File: src/design/fbc_queue.sv
// fbc_queue: small first-in first-out buffer between front and back end
// depends on nothing; it does not use the package
`default_nettype none

module fbc_queue #(
  parameter int WIDTH = 8,
  parameter int DEPTH = 4
) (
  input  wire logic             clk,
  input  wire logic             rst_n,
  input  wire logic             push,
  input  wire logic [WIDTH-1:0] wdata,
  input  wire logic             pop,
  output logic [WIDTH-1:0]      rdata,
  output logic                  full,
  output logic                  not_empty
);
  localparam int PTR_W = (DEPTH > 1) ? $clog2(DEPTH) : 1;
  localparam int CNT_W = $clog2(DEPTH + 1);
  localparam logic [PTR_W-1:0] LAST = PTR_W'(DEPTH - 1);
  localparam logic [CNT_W-1:0] FULL_CNT = CNT_W'(DEPTH);

  logic [WIDTH-1:0] mem [DEPTH];
  logic [PTR_W-1:0] wr_ptr_r, rd_ptr_r;
  logic [CNT_W-1:0] count_r, count_nxt;

  assign full      = (count_r == FULL_CNT);
  assign not_empty = (count_r != '0);
  assign rdata     = mem[rd_ptr_r];

  always_comb begin
    count_nxt = count_r;
    if (push && !pop) begin
      count_nxt = count_r + CNT_W'(1);
    end else if (pop && !push) begin
      count_nxt = count_r - CNT_W'(1);
    end
  end

  always_ff @(posedge clk) begin
    if (push) begin
      mem[wr_ptr_r] <= wdata;
    end
  end

  always_ff @(posedge clk) begin
    if (!rst_n) begin
      wr_ptr_r <= '0;
      rd_ptr_r <= '0;
      count_r  <= '0;
    end else begin
      if (push) begin
        wr_ptr_r <= (wr_ptr_r == LAST) ? '0 : wr_ptr_r + PTR_W'(1);
      end
      if (pop) begin
        rd_ptr_r <= (rd_ptr_r == LAST) ? '0 : rd_ptr_r + PTR_W'(1);
      end
      count_r <= count_nxt;
    end
  end

endmodule

`default_nettype wire

File: config.mk
export PLATFORM = sky130hd
export DESIGN_NAME = fbc_queue
export DESIGN_NICKNAME = d
export VERILOG_FILES = /design/src/design/fbc_queue.sv
export SDC_FILE = /design/constraint.sdc
export NUM_CORES = 1
export LEC_CHECK = 0
export BUFFER_PORTS_ARGS = -buffer_cell sky130_fd_sc_hd__buf_4
export CAP_MARGIN = 20
export CELL_PAD_IN_SITES_DETAIL_PLACEMENT = 0
export CELL_PAD_IN_SITES_GLOBAL_PLACEMENT = 1
export CORE_UTILIZATION = 51
export CTS_CLUSTER_SIZE = 30
export DETAILED_ROUTE_END_ITERATION = 10
export GPL_TIMING_DRIVEN = 0
export MAX_ROUTING_LAYER = met4
export PLACE_DENSITY = 0.88
export SLEW_MARGIN = 10
export SYNTH_ARGS = -nofsm -noshare
export SYNTH_HDL_FRONTEND = slang
export SYNTH_SLANG_ARGS = --single-unit
File: constraint.sdc
create_clock -name clk -period 4.15 [get_ports clk]
set_input_delay 0 -clock clk [delete_from_list [all_inputs] [get_ports clk]]
set_output_delay 0 -clock clk [all_outputs]
set_load 0.005 [all_outputs]
# [Yosys cells after proc, flatten, opt, wreduce, memory -nomap -nowiden]
# Memories as Yosys holds them, arrays and structs flattened. A register that Yosys moved wholly into a read port is not among the register bits.
# Index checks and enable logic that the tools add are counted.
[totals] regBits=7 latchBits=0 ramBits=32 mem_bits_ro=0 input_bits=12 output_inout_bits=10 wordCells=25 memories=1
[op_classes] addsub=4 mul=0 n_div=0 magnitude_cmp=0 eq_ne=3 shifts=0 muxes=8 bitwise_logic=0 reduce_logical=6
[mem_list] name="mem" words=4 word_bits=8 read_ports=1 rd_ports_with_merged_regs=1 write_ports=1 line_no="23" source="logic [WIDTH-1:0] mem [DEPTH];"
[op_table] op="$mux W2" count=4
[op_table] op="$mux W3" count=2
[op_table] op="$add A2 B1 Y2 const B" count=2
[op_table] op="$eq A2 B2 Y1 const B" count=2
[op_table] op="$add A3 B1 Y3 const B" count=1
[op_table] op="$eq A3 B3 Y1 const B" count=1
[op_table] op="$reduce_bool A3 Y1" count=1
[op_table] op="$sub A3 B1 Y3 const B" count=1
[op_table] op="$logic_and A1 B1 Y1" count=2
[op_table] op="$logic_not A1 Y1" count=2
[op_table] op="$mux W1" count=2
[op_table] op="$reduce_bool A2 Y1" count=1

# [Longest topological paths before layout]
[depth] depth_word=4 mapped_depth=7 depth_no_buf=7

# [Worst setup path before layout]
# OpenSTA, ideal clock, no wires.
[synth_path] kind="register to register" from="reg count_r[0]" to="reg count_r[2]" setup_time_ns=0.070 arrival_ns=1.320 required_ns=4.080 setup_slack_ns=2.760 stages_incl_launch_ff=5 path_buffers=0 period_less_slack_ns=1.390 path_cell_list="dfxtp_1 > fa_1 > xor2_1 > or3_1 > a21boi_1"
[synth_between] elab_chain_cells=3 word_cells_on_any_way=4 classes_between="add/sub (2); mux (2)"
[synth_lines] element="start: declaration" line_no="25" source="logic [CNT_W-1:0] count_r, count_nxt;"
[synth_lines] element="start signal: assignment" line_no="58" source="count_r <= count_nxt;"
[synth_lines] element="$sub A3 B1 Y3" line_no="36" source="count_nxt = count_r - CNT_W'(1);"
[synth_lines] element="$mux W3" line_no="35" source="end else if (pop && !push) begin"
[synth_lines] element="$mux W3 (*)" line_no="33" source="if (push && !pop) begin"
# Every way passes the cells marked *; elsewhere a longest branch is shown, timed or not. The select of a mux whose other input is x is not followed.
# A chain may end at the register's enable or synchronous reset.

# [Worst setup path in the final report]
[layout_path] from="in pop" to="reg count_r[2]"
[layout_between] elab_chain_cells=3 word_cells_on_any_way=5 classes_between="mux (1); reduce/logical (4)"
[layout_lines] element="start: declaration" line_no="13" source="input wire logic pop,"
[layout_lines] element="$logic_not A1 Y1" line_no="33"
[layout_lines] element="$logic_and A1 B1 Y1" line_no="33"
[layout_lines] element="$mux W3 / $reduce_bool A2 Y1 (equally long branches)"
# Several ways; a longest one is shown, not always the timed one.

==> flow_summary.json <==
{
  "result_of_the_run": "finished, final reports clean",
  "grt_start_max_net_pins": 13,
  "met3RoutedLength_um": 128,
  "drt-wirelength-per-cell_um": 14.66,
  "die-height_um": 58.30,
  "yosysTopAreaCell": "edfxtp_1",
  "hold_path.class": "in -> reg",
  "synthesis.instances": 86,
  "worst_skew_pair.late_latency_ns": 0.35,
  "area_growth_pct": 23.07,
  "fmax_mhz": 583.3,
  "antenna_cells": 0,
  "cts_inserted_buffers": 5,
  "design.portCount": 22,
  "globalplace.congestion": 0.6577,
  "crit_end_element": "register",
  "final_layout_size_suffix_gt1_share_pct": 29.37,
  "powerDensity_mw_per_mm2": 389.1,
  "synthesis.yosys.warnings": 0,
  "syn-mean-instance-area_um2": 18.80,
  "root_buffer": "clkbuf_4",
  "area_of_the_core_mm2": 0.003028,
  "max-slew-margin-rel_pct": 71.05,
  "number_of_global_route_vias_before_repair": 876,
  "htree_num_levels": 2,
  "cp_max_fo": 3,
  "hold_viol": 0,
  "synthDistinctLibCells": 20,
  "max-clock-path-buffers": 2,
  "met2_wirelength_um": 1369,
  "placementRows": 20,
  "finalNetCount": 144,
  "part_of_the_power_in_registers_pct": 61.8,
  "period_minus_slack_ns": 1.714,
  "netlist.area_leader.share_pct": 59.44,
  "tightestPinTransition_ns": 0.4343,
  "postCtsSetupBuffers": 0,
  "first_pass_grt_wire_length_um": 3919,
  "antenna_left": 0,
  "leakage_nw": 0.7379,
  "final.setup.tns_ns": 0,
  "drtIter0Drc": 15,
  "number_of_antenna_violations_at_the_first_check_in_global_routing": 0,
  "synth-main-ff-cell": "edfxtp_1",
  "combinationalPowerShare_pct": 14.6,
  "postSynthRegisterBits": 41,
  "timing.critical_path.required_ns": 4.43,
  "crit_type": "in -> reg",
  "vias_post_dr": 860,
  "switching_power_uw": 174.3,
  "cts_num_sinks": 41,
  "grt_setup_unrepaired": "false",
  "switching_share_pct": 22.52,
  "synth_nets": 105,
  "seq_area_frac_synth_pct": 70.59,
  "grtUsageTotal_pct": 17.81,
  "p_int_uw": 599.7,
  "synthesis.area_mm2": 0.001617,
  "final_min_period_over_clock_period_pct": 41.31,
  "start_util_pct": 53.39,
  "vdd.ir_drop.worst_mv": 0.2581,
  "placed_insts": 151,
  "clock_skew_ns": 0.01273,
  "floorplan.die.width_um": 58.30,
  "synth.area.top_cells": "edfxtp_1 59%, dfxtp_1 11%, mux4_2 11%",
  "length_of_routed_wiring_on_met1_um": 935,
  "synth_top_cells_by_count": "32 x edfxtp_1, 9 x dfxtp_1, 8 x mux4_2",
  "postSynth.asyncResetShare_pct": 0,
  "hold_buffers": 11,
  "library_cell_with_the_highest_instance_count_after_synthesis": "edfxtp_1",
  "detail_route.drc_violations": 0,
  "cts_resized": 0,
  "final_number_of_max_transition_violations": 0,
  "synth_edf_count": 32,
  "numPortBuffers": 21,
  "tritoncts": "yes",
  "final-setup-viol-count": 0,
  "critPathLaunchType": "primary input",
  "fin_cells": 170,
  "drv.max_cap_violation_count": 0,
  "design.die.area_mm2": 0.003399,
  "routed_wl_um": 2492,
  "clkPwrFrac_pct": 23.5,
  "worst_ep_arrival_time_ns": 2.00,
  "clk_pin_slew_ns": 0.11,
  "grt-ovfl-total": 0,
  "routed.top_layer": "met4",
  "vias_per_cell": 5.059,
  "detailedRoute.firstPassIterationCount": 4
}
## power groups by stage
stage,clock [mW],sequential (mW),combinational [mW]
after global routing,0.204,0.482,0.124
after CTS,0.189,0.479,0.115
after detailed placement,0,0.488,0.106
after global placement,0,0.487,0.103
final,0.182,0.479,0.113
after floorplan,0,0.485,0.0602
## layout by cell type, fill, tap and decap left out, drive strengths merged, types with 4 or more instances in the layout
master,synthesis,routed
mux2i,4,4
inv,4,4
dfxtp,9,9
edfxtp,32,32
dlygate4sd3,0,11
ha,6,6
buf,1,22
mux4,8,8
nor2b,5,5
and2,5,5
clkbuf,1,8
## area by class of cell
class | instances | area, µm²
inverter | 4 | 15.01
timing repair buffer | 32 | 267.8
sequential | 41 | 1141
multi-input combinational | 39 | 444.2
tap | 44 | 55.05
clock inverter | 1 | 5.005
buffer | 2 | 16.27
clock buffer | 7 | 45.04
fill | 217 | 1039
## layer usage
| metal | up-vias | track usage (%) |
|---|---|---|
| met4 | 0 | 9.184 |
| met2 | 23 | 30.21 |
| met3 | 8 | 7.692 |
| li1 | 402 | - |
| met5 | - | - |
| met1 | 427 | 17.16 |
## path summary, 6_finish.rpt
path	start	end	slack, ns	cells past startpoint
worst min register to register	count_r[2]	count_r[2]	0.50	2
worst max register to register	count_r[0]	count_r[2]	2.68	4
worst max-delay path	pop	count_r[2]	2.44	9
worst min-delay path	wdata[0]	mem[0][0]	0.39	2
## sequential cells by signal, summed over array words and instances (netlist names), named ones only
register	count
mem	32
count_r	3
rd_ptr_r	2
wr_ptr_r	2
## worst max-delay path, cell delays in order
cell	delay, ns
dlygate4sd3_1	0.55
buf_4	0.15
inv_1	0.08
ha_1	0.18
inv_1	0.06
fa_1	0.37
xor2_1	0.16
or3_1	0.30
a21boi_1	0.13
## per-stage QoR
step           utilization [%]  setup WS [ns]  area (µm²)  power, mW  hold slack (ns)
6_report                 65.70          2.436        1989     0.7741           0.3939
5_1_grt                  65.70          2.360        1989     0.8101           0.3810
4_1_cts                  65.70          2.459        1989     0.7825           0.3824
3_5_place_dp             60.41          2.656        1829     0.5948           0.2028
3_3_place_gp             60.41          2.682        1829     0.5892           0.1988
2_1_floorplan                -          2.761        1617     0.5451          0.09887
## cells by family (layout without fill, tap and decap cells)
logic type,Yosys count,in the layout,synth area share [%]
compound gates,3,3,1.238
mux,12,12,13.62
fa+ha+maj,7,7,5.882
flops,41,41,70.59
simple gates,15,15,5.650
xor+xnor,2,2,1.084
buf+inv,6,46,1.934
Power figures use the tool's default switching activity.
