$ cat config.mk
export PLATFORM = sky130hd
export DESIGN_NAME = fbc_front
export DESIGN_NICKNAME = d
export VERILOG_FILES = /design/src/design/fbc_pkg.sv /design/src/design/fbc_front.sv
export SDC_FILE = /design/constraint.sdc
export NUM_CORES = 1
export LEC_CHECK = 0
export CORE_AREA = 2 2 80 82
export DETAILED_ROUTE_END_ITERATION = 7
export DIE_AREA = 0 0 82 84
export DONT_BUFFER_PORTS = 1
export PLACE_DENSITY_LB_ADDON = 0.2
export SLEW_MARGIN = 20
export SYNTH_ARGS = -nofsm -noshare
export SYNTH_HDL_FRONTEND = slang
export SYNTH_SLANG_ARGS = --single-unit
$ cat constraint.sdc
create_clock -name vclk -period 0.8
set_clock_uncertainty 0.05 [all_clocks]
set_input_delay 0 -clock vclk [all_inputs]
set_output_delay 0 -clock vclk [all_outputs]
set_load 0.03 [all_outputs]
$ cat src/design/fbc_pkg.sv
// fbc_pkg: shared types and constants for the frustum box classifier
// no dependencies; imported by fbc_front, fbc_back and the top level
`default_nettype none

package fbc_pkg;

  localparam int NUM_PLANES = 6;
  localparam int NUM_AXES   = 3;
  localparam int COEF_W     = 16;
  localparam int PLANE_W    = 64;
  localparam int CFG_IDX_W  = 3;
  localparam int IN_COORD_W = 16;
  localparam int LEVEL_W    = 4;
  localparam int CLASS_W    = 2;
  localparam int D_SHIFT    = 14;
  localparam int QUEUE_DEPTH = 4;

  // bit offset of the offset term inside a plane register
  localparam int D_LSB = NUM_AXES * COEF_W;

  localparam logic [CLASS_W-1:0] CLS_OUTSIDE = 2'd0;
  localparam logic [CLASS_W-1:0] CLS_PARTLY  = 2'd1;
  localparam logic [CLASS_W-1:0] CLS_INSIDE  = 2'd2;

  // what the front end decides before the plane test
  typedef struct packed {
    logic                need_test;
    logic [CLASS_W-1:0]  cls;
    logic [LEVEL_W-1:0]  score;
  } fbc_meta_t;

  localparam int META_W = $bits(fbc_meta_t);

endpackage

`default_nettype wire

$ cat src/design/fbc_front.sv
// fbc_front: input word intake and early classification by parent and level
// depends on fbc_pkg; feeds fbc_queue
`default_nettype none

module fbc_front #(
  parameter int COORD_WIDTH = 16
) (
  input  wire logic                              in_valid,
  output logic                                   in_stall,
  input  wire logic [fbc_pkg::IN_COORD_W-1:0]    in_box_min_x,
  input  wire logic [fbc_pkg::IN_COORD_W-1:0]    in_box_max_x,
  input  wire logic [fbc_pkg::IN_COORD_W-1:0]    in_box_min_y,
  input  wire logic [fbc_pkg::IN_COORD_W-1:0]    in_box_max_y,
  input  wire logic [fbc_pkg::IN_COORD_W-1:0]    in_box_min_z,
  input  wire logic [fbc_pkg::IN_COORD_W-1:0]    in_box_max_z,
  input  wire logic [fbc_pkg::LEVEL_W-1:0]       in_tree_level,
  input  wire logic [fbc_pkg::CLASS_W-1:0]       in_parent_class,
  input  wire logic                              q_full,
  output logic                                   q_push,
  output fbc_pkg::fbc_meta_t                     q_meta,
  output logic [2*fbc_pkg::NUM_AXES*COORD_WIDTH-1:0] q_coords
);
  import fbc_pkg::*;

  assign in_stall = q_full;
  assign q_push   = in_valid & ~q_full;

  // only the low coordinate bits matter; the back end treats them as signed
  assign q_coords = {in_box_max_z[COORD_WIDTH-1:0], in_box_min_z[COORD_WIDTH-1:0],
                     in_box_max_y[COORD_WIDTH-1:0], in_box_min_y[COORD_WIDTH-1:0],
                     in_box_max_x[COORD_WIDTH-1:0], in_box_min_x[COORD_WIDTH-1:0]};

  always_comb begin
    q_meta.need_test = 1'b0;
    q_meta.cls       = CLS_PARTLY;
    q_meta.score     = in_tree_level;
    if (in_parent_class == CLS_OUTSIDE) begin
      q_meta.cls   = CLS_OUTSIDE;
      q_meta.score = '0;
    end else if (in_tree_level == '0) begin
      q_meta.cls   = CLS_PARTLY;
      q_meta.score = '0;
    end else if (in_parent_class == CLS_INSIDE) begin
      q_meta.cls = CLS_INSIDE;
    end else begin
      // partly, or the unused code, goes through the plane test
      q_meta.need_test = 1'b1;
    end
  end

endmodule

`default_nettype wire

# [Yosys cells after proc, flatten, opt, wreduce, memory -nomap -nowiden]
# Index checks and enable logic that the tools add are counted.
[word_totals] register_bits=0 input_bits=104 output_inout_bits=105 wordCells=12
[op_classes] eq_ne=1 n_mux=7 n_bitwise=2 n_reduce_logical=2
[ops] cell="$mux W6" count=1
[ops] cell="$logic_not A4 Y1" count=1
[ops] cell="$mux W2" count=2
[ops] cell="$mux W4" count=1
[ops] cell="$mux W1" count=3
[ops] cell="$eq A2 B2 Y1 const B" count=1
[ops] cell="$logic_not A2 Y1" count=1
[ops] cell="$and A1 B1 Y1" count=1
[ops] cell="$not A1 Y1" count=1

# [Depth between registers and ports, before layout]
# Gate-level depths: netlist of the first run.
[logic_depth] ltp_word=4 mapped_depth=2 mapped_depth_nobuf=2

# [Worst setup path after synthesis of the first run]
# No wires, ideal clock.
[synth_path] kind="input-to-output" from="in in_tree_level[2] (netlist bit)" to="out q_meta[5] (netlist bit)" arrival_time_ns=0.770 t_required_ns=0.750 slack_ns=-0.020 cell_stages=2 path_buffers=0 cell_sequence="nor4_2 > nor3b_1"
[synth_rtl] element="start, declared" line="fbc_front.sv:16" text="input wire logic [fbc_pkg::LEVEL_W-1:0] in_tree_level,"
[synth_rtl] element="end, declared" line="fbc_front.sv:20" text="output fbc_pkg::fbc_meta_t q_meta,"

# [Worst setup path after layout of the first run]
[layout_path] from="in in_box_max_x[8] (netlist bit)" to="out q_coords[24] (netlist bit)"
[layout_rtl] element="start, declared" line="fbc_front.sv:11" text="input wire logic [fbc_pkg::IN_COORD_W-1:0] in_box_max_x,"
[layout_rtl] element="end, declared" line="fbc_front.sv:21" text="output logic [2*fbc_pkg::NUM_AXES*COORD_WIDTH-1:0] q_coords"
# No word-level cell between the ends.

==> results of run 1 <==
## cells by family after synthesis
group | Yosys count
buffers and inverters | 97
AOI/OAI and AO/OA | 1
and+or+nand+nor | 9
## cell usage in the layout (no fill, tap or decap)
cell            count
dlygate4sd3_1      96
nor2b_1             6
buf_4               6
nor2_1              1
nor4_4              1
a21o_1              1
nor3b_2             1
dlymetal6s4s_1      1
buf_12              1
## per-layer routing
layer,vias to the layer above,part of all wire (%)
li1,242,-
met2,116,58
met3,0,16
met5,-,0
met1,243,27
met4,0,0
## power breakdown
part	total (mW)	internal, mW	switching [mW]
combinational	1.07	0.375	0.695
sequential	0	0	0
clock	0	0	0
## area by class of cell
cell class	instances	share of cell area [%]
Timing Repair Buffer	104	85.3
Tap cell	77	7.91
Multi-Input combinational cell	10	6.78
## cells in the mapped netlist
master | number | area share (%)
a21o_1 | 1 | 0.94
nor2b_1 | 6 | 4.7
buf_4 | 97 | 91
nor2_1 | 1 | 0.47
nor3b_1 | 1 | 0.94
nor4_2 | 1 | 1.6
## worst paths after layout
check / from / end / slack [ps]
max: in_box_max_x[8] / q_coords[24] / 20
min: in_parent_class[0] / q_meta[5] / 30
## what timing repair did
item | 4_1_cts | 5_1_grt
endpoints found under the hold margin | 97 | 0
hold buffers | 97 | 0
gates resized for setup | 0 | 2
setup endpoints to repair | 0 | 2
==> run metrics, run 1 <==
Pins Over Slew Limit 0; Placer Congestion 0.534; Post-CTS Repair Setup Buffers 0; largest family of logic cells by synthesized area buffers and inverters; CP Class in2out; Max Cap Violations 0; antenna violations before repair 0; wirelength, routed 2760 microns; GR Layer Usage met3 under 10%; mux contribution to synthesized area 0%; synthesized area per cell 7.45 sq um; Fin Hold WS roughly 33 ps; Die Y 84 microns; Final #Nets 220; grt ovf 0; largest net degree at the start of global routing 5; Synth warnings 0; pre-CTS setup slack roughly 12 ps; Min Clock Period, post-route 784 ps; post-DP HPWL 1700 microns; Slew @ Worst Pin around 640 ps; Simple-Gate Fraction of Synth Area under 10%; met2 Use GR between 10% and 20%; pwr dens ~900 mW/mm^2; starting DRC count in detailed routing 3; Hold Vio Cnt, Final 0; vias per std cell between 3 and 4; FILL cells between 600 and 700; number of iterations in the first detailed-routing pass 2; slack of the critical path between 15 and 20 ps; most used routing layer met2; detailed-route via count roughly 600; global-route wire length before repair around 3300 microns; post-layout util 20.0%; I/O Buffers 0; GRT met1 Usage 5.00%; slowest library cell on the worst path dlygate4sd3_1; outcome finished clean; Cell Rows 29; Final ANT Viol Nets 0; area of the die just under 0.007 sq mm; VDD IR max between 0.2 and 0.25 mV; Worst EP required ~750 ps; sequential cell count 0; Synth Area in Adders 0%; Die W about 82 microns; cell area after synthesis roughly 800 sq um; achievable clock frequency 1270 MHz; CP Buf/Inv Count 1; io pins ~210; layout cell share with drive strength beyond 1 a little under 8%; post-synth net total 211; Worst EP arrival roughly 730 ps; All-Layer GR Usage 6.26%; period utilisation layout between 90 and 100%; Pleak a little under 0.5 nW; cell area after layout approximately 0.0012 sq mm; Yosys cell types 6; Top delay family on crit path buffers and inverters; hold path cells 1; hold crit path type in2out; dpl cells 94; area post-placement approximately 240 sq um; post-synthesis compound-gate area fraction 0.942%; Post-route DRC 0; ant diodes 0; Critical Path End Type primary output; area taken by multi-input logic gates 82.6 sq um; highest cell delay on the worst timing path about 730 ps; Final Power approximately 1.1 mW; final non-filler cell total 191; Mapped Cells 107; final setup TNS 0 ps; wire per inst around 14 microns; Post-Synth XOR/XNOR Area 0%; Finish-stage setup viols 0; number of global-route vias before repair 551; CP Depth 1; clock buffers 0; core area 0.00610 sq mm; register area 0 sq um; area grow syn2layout 52.7%; Worst Setup Start Kind input port; initial core utilization about an eighth; Slew headroom around 57%; crit-path cells dlygate4sd3_1; Seq/Total Area, Yosys 0%; RSZ-0062 raised after global routing false; Critical Path Fanout Max 1
(Power assumes the default switching activity.)
==> run 2: changes to the inputs <==
clock period = 0.9 ns   (was 0.8 ns; I/O delays follow)
==> run 2 against run 1 <==
Against the previous run: via count is 1.3% higher; first-iteration DRC count is 130% higher; sequential share of layout area stayed put; total power is 12% lower; non-clock buffer count is 1 lower; critical path depth stayed put; combinational power is 12% lower; hold slack better by 97 ps; routed wire length is 6.0% higher; critical path type unchanged; critical endpoint is now q_coords[71]; largest cell class unchanged.
==> run metrics, run 2 (same netlist as run 1, synthesis figures left out) <==
slack of the critical path 108 ps (was 15.6 ps); Slew headroom 57.4% (was 57.2%); number of global-route vias before repair 603 (was 551); antenna violations before repair 0 (unchanged); post-DP HPWL 1890 microns (was 1700 microns); All-Layer GR Usage 6.90% (was 6.26%); Final #Nets 219 (was 220); hold crit path type in2out (unchanged); largest net degree at the start of global routing 5 (unchanged); Top delay family on crit path buffers and inverters (unchanged); post-layout util 19.4% (was 20.0%); Min Clock Period, post-route between 700 and 800 ps; Die Y 84 microns (unchanged); most common cell after layout, fill and taps aside dlygate4sd3_1 (unchanged); CP Buf/Inv Count 1 (unchanged); Placer Congestion 0.637 (was 0.534); layout cell share with drive strength beyond 1 6.19% (was 7.89%); slowest library cell on the worst path dlygate4sd3_1 (unchanged); grt ovf 0 (unchanged); clock buffers 0 (unchanged); achievable clock frequency around 1300 MHz; number of iterations in the first detailed-routing pass 2 (unchanged); Max Cap Violations 0 (unchanged); Die W 82 microns (unchanged); RSZ-0062 raised after global routing false (unchanged); cell area after layout 0.00118 sq mm (was 0.00122 sq mm); Worst EP arrival 740 ps (was 730 ps); Critical Path Fanout Max 1 (unchanged); Pins Over Slew Limit 0 (unchanged); Slew @ Worst Pin 637 ps (was 640 ps); Hold Vio Cnt, Final 0 (unchanged); starting DRC count in detailed routing 7 (was 3); area grow syn2layout 48.2% (was 52.7%); Setup crit start in_box_min_z[7] (was in_box_max_x[8]); I/O Buffers 0 (unchanged); final non-filler cell total 190 (was 191); wirelength, routed 2920 microns (was 2760 microns); Cell Rows 29 (unchanged); period utilisation layout 88.0%; sequential cell count 0 (unchanged); dpl cells 93 (was 94); register area 0 sq um (unchanged); Post-route DRC 0 (unchanged); commonest non-fill, non-tap cells in the layout 97 x dlygate4sd3_1, 6 x nor2b_1, 6 x buf_4 (was 96 x dlygate4sd3_1, 6 x nor2b_1, 6 x buf_4); Final Power 0.940 mW (was 1.07 mW); initial core utilization 13.1% (unchanged); core area 0.00610 sq mm (unchanged); detailed-route via count 609 (was 601); CP Class in2out (unchanged); wire per inst 15.4 microns (was 14.4 microns); VDD IR max 0.203 mV (was 0.225 mV); outcome finished clean (unchanged); Worst Setup Start Kind input port (unchanged); Finish-stage setup viols 0 (unchanged); vias per std cell 3.21 (was 3.15); pwr dens 795 mW/mm^2 (was 879 mW/mm^2); area post-placement 210 sq um (was 235 sq um); Critical Path End Type primary output (unchanged); Final ANT Viol Nets 0 (unchanged); Worst EP required 850 ps (was 750 ps); pre-CTS setup slack 114 ps (was 12.4 ps); Pleak 0.462 nW (was 0.484 nW); Fin Hold WS 130 ps (was 32.7 ps); ant diodes 0 (unchanged); min-delay src q_full (was in_parent_class[0]); global-route wire length before repair 3530 microns (was 3260 microns); highest cell delay on the worst timing path 740 ps (was 730 ps); crit-path cells dlygate4sd3_1 (unchanged); final setup TNS 0 ps (unchanged); io pins 209 (unchanged); area of the die 0.00689 sq mm (unchanged)
## run 2: cell types whose count changed in the layout (fill, tap and decap cells not counted), sizes merged
cell,delta
dlygate4sd3,+1
dlymetal6s4s,-1
buf,-1
## run 2: power by group
part / total, mW / internal (mW) / switching (mW)
Combinational: 0.940 / 0.323 / 0.617
Sequential: 0 / 0 / 0
Clock: 0 / 0 / 0
## run 2: final cells by class
class,instances,area [sq um]
fillers,659,4910
repair buffers,103,1020
well taps,77,96.3
multi-input cells,10,68.8
## run 2: routing by layer
layer	vias up	track usage, %	wire, microns
li1	241	-	-
met1	254	4.87	732
met3	0	3.68	493
met2	114	15.4	1700
met5	-	0	0
met4	0	0	0
## run 2: path summary, 6_finish.rpt
| check | endpoint | slack [ps] | cells after the start |
|---|---|---|---|
| setup / recovery | q_coords[71] | 110 | 1 |
| hold / removal | q_push | 130 | 2 |
## run 2: what timing repair did
item                                   4_1_cts  5_1_grt
endpoints found under the hold margin       97        0
setup buffers                                0        0
hold buffers                                97        0
resized for setup                            0        0
